### config.mk
export PLATFORM = sky130hd
export DESIGN_NAME = pcs_cell
export DESIGN_NICKNAME = d
export VERILOG_FILES = /design/src/sv/pcs_pkg.sv /design/src/sv/pcs_cell.sv
export SDC_FILE = /design/constraint.sdc
export NUM_CORES = 1
export LEC_CHECK = 0
export ABC_AREA = 0
export BUFFER_PORTS_ARGS = -buffer_cell sky130_fd_sc_hd__buf_2
export CORE_UTILIZATION = 45
export DETAILED_ROUTE_END_ITERATION = 7
export PLACE_DENSITY_LB_ADDON = 0.15
export SYNTH_ARGS = -nofsm -noshare
export SYNTH_HDL_FRONTEND = slang
export SYNTH_SLANG_ARGS = --single-unit
### constraint.sdc
create_clock -name clk -period 14.2 [get_ports clk]
set_clock_uncertainty 0.15 [all_clocks]
set_input_delay 1.42 -clock clk [delete_from_list [all_inputs] [get_ports clk]]
set_output_delay 1.42 -clock clk [all_outputs]
set_load 0.005 [all_outputs]
### src/sv/pcs_pkg.sv
package pcs_pkg;

    localparam int DIST_W = 34;
    localparam int RAD_W  = 12;
    localparam logic [RAD_W-1:0] RADIUS_RESET = 12'd16;

    typedef enum logic [1:0] {
        ST_IDLE,
        ST_PASS,
        ST_MAXP,
        ST_SCAN
    } st_t;

    typedef enum logic {
        TOK_POINT,
        TOK_MAX
    } tok_mode_t;

    // flag: point joined a group (point pass) / a best group was found (max pass)
    typedef struct packed {
        logic      valid;
        tok_mode_t mode;
        logic      flag;
    } tok_ctl_t;

    function automatic logic [DIST_W-1:0] sq_dist(
        input logic [15:0] ax,
        input logic [15:0] ay,
        input logic [15:0] bx,
        input logic [15:0] by
    );
        logic [15:0] dx;
        logic [15:0] dy;
        logic [31:0] dx2;
        logic [31:0] dy2;
        dx  = (ax > bx) ? (ax - bx) : (bx - ax);
        dy  = (ay > by) ? (ay - by) : (by - ay);
        dx2 = dx * dx;
        dy2 = dy * dy;
        return DIST_W'(dx2) + DIST_W'(dy2);
    endfunction

endpackage

### src/sv/pcs_cell.sv
module pcs_cell
    import pcs_pkg::*;
#(
    parameter int IDX        = 0,
    parameter int COORD_BITS = 12,
    parameter int GW         = 6,
    parameter int SW         = 11
)
(
    input  logic                  clk,
    input  logic                  rst_n,
    input  logic [DIST_W-1:0]     r2,
    input  logic [GW:0]           group_count,
    input  logic                  create_en,
    input  logic [GW-1:0]         create_idx,
    input  logic [COORD_BITS-1:0] create_x,
    input  logic [COORD_BITS-1:0] create_y,
    input  tok_ctl_t              in_ctl,
    input  logic [COORD_BITS-1:0] in_x,
    input  logic [COORD_BITS-1:0] in_y,
    input  logic [SW-1:0]         in_bsize,
    input  logic [GW-1:0]         in_bidx,
    output tok_ctl_t              out_ctl,
    output logic [COORD_BITS-1:0] out_x,
    output logic [COORD_BITS-1:0] out_y,
    output logic [SW-1:0]         out_bsize,
    output logic [GW-1:0]         out_bidx,
    output logic                  hit
);

    logic [COORD_BITS-1:0] cx_reg;
    logic [COORD_BITS-1:0] cy_reg;
    logic [SW-1:0]         size_reg;
    logic                  live;
    logic                  near;
    logic                  take;
    logic [COORD_BITS:0]   sum_x;
    logic [COORD_BITS:0]   sum_y;
    logic [GW:0]           idx_w;

    assign idx_w = (GW+1)'(IDX);
    assign live  = idx_w < group_count;
    assign near  = sq_dist(16'(cx_reg), 16'(cy_reg), 16'(in_x), 16'(in_y)) <= r2;
    assign hit   = in_ctl.valid && (in_ctl.mode == TOK_POINT) && live && near;
    // strict compare keeps the earliest group on a tie
    assign take  = in_ctl.valid && (in_ctl.mode == TOK_MAX) && live
                   && (!in_ctl.flag || (size_reg > in_bsize));
    assign sum_x = {1'b0, cx_reg} + {1'b0, in_x};
    assign sum_y = {1'b0, cy_reg} + {1'b0, in_y};

    always_ff @(posedge clk)
    begin
        if (create_en && (create_idx == idx_w[GW-1:0]))
        begin
            cx_reg   <= create_x;
            cy_reg   <= create_y;
            size_reg <= SW'(1);
        end
        else if (hit)
        begin
            cx_reg   <= sum_x[COORD_BITS:1];
            cy_reg   <= sum_y[COORD_BITS:1];
            size_reg <= size_reg + SW'(1);
        end
    end

    always_ff @(posedge clk or negedge rst_n)
    begin
        if (!rst_n)
        begin
            out_ctl <= '0;
        end
        else
        begin
            out_ctl <= '{valid: in_ctl.valid, mode: in_ctl.mode,
                         flag: in_ctl.flag | hit | take};
        end
    end

    // in the max pass the token carries the best centre in its x/y slots
    always_ff @(posedge clk)
    begin
        out_x     <= take ? cx_reg : in_x;
        out_y     <= take ? cy_reg : in_y;
        out_bsize <= take ? size_reg : in_bsize;
        out_bidx  <= take ? idx_w[GW-1:0] : in_bidx;
    end

endmodule

# ---- Word-level counts from Yosys, hierarchy flattened
# Index checks and enable logic that the tools add are counted.
dict set report totals {
  mem_bits_rw 0
  latch_bits 0
  register_bits 79
  memories 0
  output_inout_bits 45
  mem_bits_ro 0
}
dict set report op_classes {
  mul 2
  muxes 9
  bitwise 3
  shifts 0
  magnitude_cmp 5
  n_addsub 8
  n_reduce_logical 11
  eq_ne 0
  n_div 0
}
# op count
set op_table {}
lappend op_table {{12-bit 2-to-1 mux} 6}
lappend op_table {{16-bit by 16-bit multiplier with 32-bit output} 2}
lappend op_table {{12-bit by 12-bit subtractor with 13-bit output} 4}
lappend op_table {{33-bit by 34-bit less-or-equal comparator with 1-bit output} 1}
lappend op_table {{32-bit by 32-bit adder with 33-bit output} 1}
lappend op_table {{16-bit 2-to-1 mux} 2}
lappend op_table {{12-bit by 12-bit adder with 13-bit output} 2}
lappend op_table {{12-bit > comparator} 2}
lappend op_table {{11-bit by 1-bit adder with 11-bit output, second input constant} 1}
lappend op_table {{11-bit > comparator} 1}
lappend op_table {{11-bit 2-to-1 mux} 1}
lappend op_table {{1-bit logical AND} 7}
lappend op_table {{1-bit by 7-bit less-than comparator with 1-bit output, first input constant} 1}
lappend op_table {{6-bit logical NOT} 1}
lappend op_table {{1-bit OR} 2}
lappend op_table {{2-bit nonzero test} 1}
lappend op_table {{1-bit logical NOT} 1}
lappend op_table {{1-bit logical OR} 1}
lappend op_table {{1-bit inverter} 1}

# ---- Depth between registers and ports, before layout
# Gate-level depths: netlist (run 1).
dict set report depth {
  depth_word 8
  ltp_mapped 52
}

# ---- Least setup slack after synthesis (run 1)
# Ideal clock, no wire load.
dict set report synth_timing {
  kind {input to output}
  startpoint {in in_x[11]}
  endpoint {out hit}
  stages 45
  n_path_buf 4
  setup_slack_ps 542
  arrival_ps 12088
  path_cell_list {inv_1 -> ha_1 -> buf_6 -> and2_1 -> a221oi_2 -> o211ai_1 -> o21ai_1 -> buf_4 -> mux2i_1 -> o21bai_1 -> a211o_1 -> buf_6 -> nor2_1 -> inv_1 -> fa_1 -> inv_1 -> fa_1 -> inv_1 -> [... 9 more ...] -> ha_1 -> a21oi_1 -> nand3_1 -> o21ai_0 -> a2111oi_2 -> a31oi_1 -> o31ai_1 -> a221o_1 -> a21oi_1 -> xnor2_1 -> ha_1 -> nand4b_1 -> nor4_1 -> nor2_1 -> o21a_1 -> nor2_1 -> buf_2 -> inv_1}
}
dict set report synth_between {
  elab_chain_len 6
  word_cells_on_any_way 8
}
# item line_no
set synth_lines {}
lappend synth_lines {{start: declaration} pcs_cell.sv:19} ;# input logic [COORD_BITS-1:0] in_x,
lappend synth_lines {{12-bit by 12-bit subtractor with 13-bit output or 12-bit > comparator (tied branches)} pcs_pkg.sv:36} ;# dx = (ax > bx) ? (ax - bx) : (bx - ax);
lappend synth_lines {{16-bit 2-to-1 mux *} pcs_pkg.sv:36}
lappend synth_lines {{16-bit by 16-bit multiplier with 32-bit output *} pcs_pkg.sv:38} ;# dx2 = dx * dx;
lappend synth_lines {{32-bit by 32-bit adder with 33-bit output *} pcs_pkg.sv:40} ;# return DIST_W'(dx2) + DIST_W'(dy2);
lappend synth_lines {{33-bit by 34-bit less-or-equal comparator with 1-bit output *} pcs_cell.sv:43} ;# assign near = sq_dist(16'(cx_reg), 16'(cy_reg), 16'(in_x), 16'(in_y)) <= r2;
lappend synth_lines {{1-bit logical AND *} pcs_cell.sv:44} ;# assign hit = in_ctl.valid && (in_ctl.mode == TOK_POINT) && live && near;
lappend synth_lines {{end: declaration} pcs_cell.sv:28} ;# output logic hit
# Every way passes the cells marked *; elsewhere a longest branch is shown, timed or not.

# ---- Worst setup path after layout (run 1)
dict set report layout_timing {
  startpoint {in in_y[6]}
  endpoint {out hit}
}
dict set report layout_between {
  elab_chain_len 6
  word_cells_on_any_way 8
}
# item line_no
set layout_lines {}
lappend layout_lines {{start: declaration} pcs_cell.sv:20} ;# input logic [COORD_BITS-1:0] in_y,
lappend layout_lines {{12-bit by 12-bit subtractor with 13-bit output or 12-bit > comparator (tied branches)} pcs_pkg.sv:37} ;# dy = (ay > by) ? (ay - by) : (by - ay);
lappend layout_lines {{16-bit 2-to-1 mux *} pcs_pkg.sv:37}
lappend layout_lines {{16-bit by 16-bit multiplier with 32-bit output *} pcs_pkg.sv:39} ;# dy2 = dy * dy;
lappend layout_lines {{32-bit by 32-bit adder with 33-bit output *} pcs_pkg.sv:40}
lappend layout_lines {{33-bit by 34-bit less-or-equal comparator with 1-bit output *} pcs_cell.sv:43}
lappend layout_lines {{1-bit logical AND *} pcs_cell.sv:44}
# Marks and branches as above.

==> results of run 1 <==
[routing by layer]
| metal | GRT usage | vias to the layer above | share of wire |
|---|---|---|---|
| met1 | 0.291 | 7874 | 0.43 |
| li1 | - | 7437 | - |
| met4 | 0.0852 | 0 | 0.033 |
| met3 | 0.0229 | 77 | 0.035 |
| met2 | 0.405 | 304 | 0.51 |
| met5 | 0 | - | 0 |
[critical path, delay by kind of cell]
kind / cells / cell delay (ns)
fa+ha+maj: 11 / 5.27
simple gates: 5 / 0.77
xor+xnor: 2 / 0.33
compound gates: 13 / 2.88
mux: 1 / 0.35
buf+inv: 10 / 1.16
[how the worst min path moves through the flow]
stage	from	endpoint
after detailed placement	size_reg[10]	size_reg[10]
after CTS	size_reg[10]	size_reg[10]
after global placement	size_reg[10]	size_reg[10]
after floorplan	size_reg[10]	size_reg[10]
after global routing	size_reg[10]	size_reg[10]
final	size_reg[10]	size_reg[10]
[through the flow]
stage                     hold WS (ns)  utilization  setup slack, ns  instance area [µm²]
final                            0.363        0.512            0.466                23200
after global routing             0.405        0.512          -0.0777                23200
after CTS                        0.365        0.508           0.0655                23100
after detailed placement         0.352        0.500          -0.0587                22700
after global placement           0.347        0.500            0.113                22700
after floorplan                  0.307            -            0.542                20700
[cell families (layout without fill, tap and decap cells)]
group,after synthesis,after routing
other,1,1
xor gates and xnor gates,80,80
muxes,64,64
adders and majority gates,662,662
buffers and inverters,662,886
DFF,79,79
and+or+nand+nor,425,425
AOI/OAI and AO/OA,290,290
[layout make-up]
class | instances | area, µm²
Timing Repair Buffer | 253 | 1520
Fill cell | 4363 | 22100
Multi-Input combinational cell | 1522 | 16500
Clock inverter | 7 | 81.3
Inverter | 617 | 2320
Sequential cell | 79 | 1840
Clock buffer | 9 | 225
Tap cell | 600 | 751
[repair_timing]
item                                    CTS  global route
resized for setup                         2            33
pin swaps                                 2             8
cloned                                    0             0
setup buffers                             3             6
endpoints found under the setup margin    1             1
[synthesized netlist by cell type, types with 20 or more instances]
| library cell | number | share of area |
|---|---|---|
| edfxtp_1 | 24 | 0.035 |
| fa_1 | 376 | 0.36 |
| dfxtp_1 | 52 | 0.050 |
| ha_1 | 286 | 0.17 |
| nor3_1 | 28 | 0.0068 |
| xnor2_1 | 63 | 0.027 |
| buf_2 | 21 | 0.0051 |
| a21o_1 | 41 | 0.015 |
| nand3_1 | 20 | 0.0048 |
| nor2_1 | 129 | 0.023 |
| mux2i_1 | 50 | 0.024 |
| and2_1 | 25 | 0.0075 |
| a21oi_1 | 89 | 0.021 |
| nand2_1 | 136 | 0.025 |
| inv_1 | 609 | 0.11 |
| o21ai_0 | 59 | 0.014 |
==> out/metrics.csv, run 1 <==
metric,value,unit
status,finished clean,
number of global-route vias before repair,16700,
nets@finish,3262,
Hold Crit Class,reg -> reg,
Post-route DRC,0,
GRT Residual Overflow,0,
post-route minimum period,13.73,ns
max incr delay on CP,0.56,ns
crit path kind,in -> out,
Root Driver,clkbuf_16,
Ys Warns,0,
max-slew violations,0,
largest family of logic cells by synthesized area,adder cells,
Post-Synth Adder-Cell Area,0.536,
Rel. slew slack,0.445,
Initial DRC Count,648,
"antenna viol nets, final",0,
sequential element share of the synthesized area,0.0886,
Die X,217,µm
Slowest cell on crit path,fa_1,
R2R Path Start,cx_reg[11],
Area Growth Syn to Fin,12.1,%
Critical Path End,hit,
final hold violations,0,
hold path depth,2,
Critical Path RT,12.63,ns
Mean Syn Cell Area,9.16,µm²
GRT Total Usage,0.230,
CP max FO,14,
DRT Pass-1 Iters,5,
"Reg clk slew, reported paths",0.07,ns
vias,15700,
Top-Level Pins,163,
Cells after Synth,2263,
largest net degree at the start of global routing,37,
#FFs+latches synth,79,
highest clock rate,72.8,MHz
final setup violation count,0,
Critical Path Most Common Cell,fa_1,
r2r endpoint,cy_reg[2],
Synth async-reset ratio,0.0380,
internal reg-to-reg setup slack,2.24,ns
Main synth FF type,dfxtp_1,
"commonest non-fill, non-tap cell in the layout",inv_1,
final worst path period share,0.967,
Die Y,217,µm
clk sinks,79,
first-pass GRT wire length,84.1,mm
Worst Reg2Reg Path Length in Cells,44,
TritonCTS clock tree,done,
DRT Wirelength,52.5,mm
worst slew pin tran,0.827,ns
number of synthesized flops with an enable pin,24,
die area,0.0469,mm²
mux contribution to synthesized area,0.0319,
most frequent cells in the layout,"608 x inv_1, 376 x fa_1, 285 x ha_1",
Post-CTS Hold Fix Bufs,0,
Worst Setup SP,in_y[6],
post-DP HPWL,46.8,mm
Unique masters post-synth,76,
DR WL/cell,17.0,µm
Synth Area in XOR/XNOR,0.0356,
Synth Area in Compound Gates,0.0898,
Post-Synth Simple-Gate Area,0.0952,
# rows,78,
maximum clock path buffer count,2,
Setup crit end kind,primary output,
latest clock arrival within the worst-skew pair,0.38,ns
number of port buffers,162,
fraction of layout cells with a size suffix above 1,0.138,
Cells after DPL,3062,
syn nets,3043,
setup_tns,0,ns
Maximum Capacitance Violations,0,
Final Non-Filler Cells,3087,
H-tree depth,3,
Initial Util,0.457,
Antenna Cells,0,
crit start category,primary input,
initial antenna violation count,0,
Post-Syn Area,0.0207,mm²
Via density,5.08,
crit path DAT,12.16,ns
CTS buffer count,9,
Core ar.,0.0454,mm²
Routability Congestion,0.932,
Power of run 1 is left out: the tool's default activity adds up to more than one toggle a clock period on the data nets, which glitch-free logic cannot reach.
==> inputs of run 2 (changes only) <==
--- a/config.mk
+++ b/config.mk
@@ -10,5 +10,5 @@
 export CORE_UTILIZATION = 45
 export DETAILED_ROUTE_END_ITERATION = 7
-export PLACE_DENSITY_LB_ADDON = 0.15
+export PLACE_DENSITY = 0.65
 export SYNTH_ARGS = -nofsm -noshare
 export SYNTH_HDL_FRONTEND = slang
==> constraint.sdc (replaced) <==
create_clock -name clk -period 14.2 [get_ports clk]
set_clock_uncertainty 0.15 [all_clocks]
set_input_delay 2.84 -clock clk [delete_from_list [all_inputs] [get_ports clk]]
set_output_delay 2.84 -clock clk [all_outputs]
set_load 0.005 [all_outputs]
==> run 2 against run 1 <==
Against the previous run:
- the flow now finishes with violations (negative setup slack)
- fmax fell by 15%
- wire length is 5.3% higher
- sequential cell count is the same
- core utilization rose by 8.3 points
- worst hold slack gained 0.011 ns
- critical path depth rose by 3
- register-to-register slack improved by 0.45 ns
- global-route usage is 0.85 points higher
- sequential share of layout area fell by 1.1 points
- setup slack lost 2.5 ns
- non-clock buffer count rose by 377
- critical path type unchanged
- largest cell class unchanged
==> out/metrics.csv, run 2 (same netlist as run 1, synthesis figures left out) <==
metric,value,unit,change
CTS buffer count,9,,unchanged
"Buf+Inv Stages, Crit Path",12,,+2
crit start category,primary input,,
clk sinks,79,,unchanged
Setup crit end kind,primary output,,
hold path depth,2,,unchanged
number of global-route vias before repair,18700,,+12%
"antenna viol nets, final",0,,unchanged
highest clock rate,61.8,MHz,-15%
latest clock arrival within the worst-skew pair,0.36,ns,-0.02 ns
most frequent cells in the layout,"574 x inv_1, 444 x buf_4, 364 x fa_1",,
initial antenna violation count,1,,+1
CP max FO,6,,-8
Area Growth Syn to Fin,30.4,%,
worst slew pin tran,0.726,ns,-0.101 ns
Post-route DRC,0,,unchanged
r2r endpoint,cy_reg[1],,
GRT Residual Overflow,0,,unchanged
DRT Wirelength,55.3,mm,+5.3%
Initial Util,0.457,,unchanged
"commonest non-fill, non-tap cell in the layout",inv_1,,
Via density,4.96,,-2.3%
die area,0.0469,mm²,unchanged
R2R Path Start,cx_reg[10],,
Critical Path RT,11.21,ns,-1.42 ns
cell count along the critical path,45,,+7.1%
post-route minimum period,16.19,ns,+2.46 ns
final hold violations,0,,unchanged
Critical Path Most Common Cell,fa_1,,
Place WS,-2.12,ns,-2.06 ns
DRT Pass-1 Iters,5,,unchanged
Die X,217,µm,unchanged
post-DP HPWL,48.7,mm,+4.0%
status,"finished, violations left",,
Root Driver,clkbuf_16,,
Routability Congestion,0.937,,+0.56%
fillcell total,3919,,-10%
hold_sp,size_reg[10],,
final worst path period share,1.14,,+0.173
max incr delay on CP,0.55,ns,about the same
GRT Total Usage,0.239,,+0.00852
crit path DAT,13.20,ns,+1.04 ns
Hold Crit Class,reg -> reg,,
Die Y,217,µm,unchanged
Core ar.,0.0454,mm²,unchanged
nets@finish,3639,,+12%
crit path kind,in -> out,,
internal reg-to-reg setup slack,2.69,ns,+0.45 ns
PnR worst setup slack,-1.99,ns,-2.46 ns
max-slew violations,0,,unchanged
Top-Level Pins,163,,unchanged
Slowest cell on crit path,fa_1,,
"delay-heaviest family, CP",adder cells,,
failing checks,negative setup slack,,
Antenna Cells,0,,unchanged
# rows,78,,unchanged
DR WL/cell,16.0,µm,-6.2%
Hold Slack,0.374,ns,+0.0113 ns
largest net degree at the start of global routing,42,,+14%
Rel. slew slack,0.512,,+0.0676
"Endpoint, Worst Hold",size_reg[10],,
Initial DRC Count,717,,+11%
final setup violation count,1,,+1
vias,17200,,+9.6%
first-pass GRT wire length,88.8,mm,+5.6%
maximum clock path buffer count,2,,unchanged
number of port buffers,162,,unchanged
RSZ-0062 raised after global routing,yes,,
fraction of layout cells with a size suffix above 1,0.300,,+0.162
Maximum Capacitance Violations,0,,unchanged
"Reg clk slew, reported paths",0.06,ns,about the same
H-tree depth,3,,unchanged
TritonCTS clock tree,done,,
Worst Reg2Reg Path Length in Cells,44,,unchanged
==> run 2: worst max-delay path by stage <==
stage / start / end
global route: in_x[11] / hit
detailed placement: in_x[10] / hit
CTS: in_x[10] / hit
floorplan: in_x[10] / hit
finish: in_x[11] / hit
global placement: in_x[10] / hit
==> run 2: through the flow <==
step	setup TNS, ns	util	area [µm²]	instances
floorplan	-1.18	-	21100	2263
global placement	-1.92	0.567	25700	3406
detailed placement	-2.19	0.567	25700	3406
CTS	-1.92	0.577	26200	3429
global route	-2.32	0.596	27000	3464
finish	-1.99	0.596	27000	3464
==> run 2: area by class of cell <==
| class | instances | area [µm²] | share of cell area |
|---|---|---|---|
| multi-input cells | 1522 | 17300 | 0.639 |
| inverters | 617 | 2350 | 0.0869 |
| repair buffers | 630 | 4540 | 0.168 |
| clock buffers | 11 | 253 | 0.00935 |
| flip-flops and latches | 79 | 1840 | 0.0680 |
| well taps | 600 | 751 | 0.0278 |
| clock inverters | 5 | 30.0 | 0.00111 |
==> run 2: per-layer routing <==
metal  wire length [µm]  global-route usage
met5                  0                   0
met3               2160              0.0307
met1              22100               0.283
met4               1750              0.0815
met2              29300               0.440
==> run 2: worst reg2reg max path: cells and delay by family, from the launching register on <==
family                   cells  cell delay [ns]
buffers and inverters       10             1.25
adder cells (fa/ha/maj)     11             4.81
flip-flops                   1             0.46
AO/OA/AOI/OAI               12             2.57
AND/OR/NAND/NOR              8             1.42
XOR/XNOR                     2             0.29
multiplexers                 1             0.28
==> run 2: repair_timing <==
action,4_1_cts,5_1_grt
pin swaps,7,137
endpoints found under the setup margin,1,29
resized for setup,14,146
hold buffers,0,0
setup buffers,7,35
Power of run 2 is left out for the same reason.
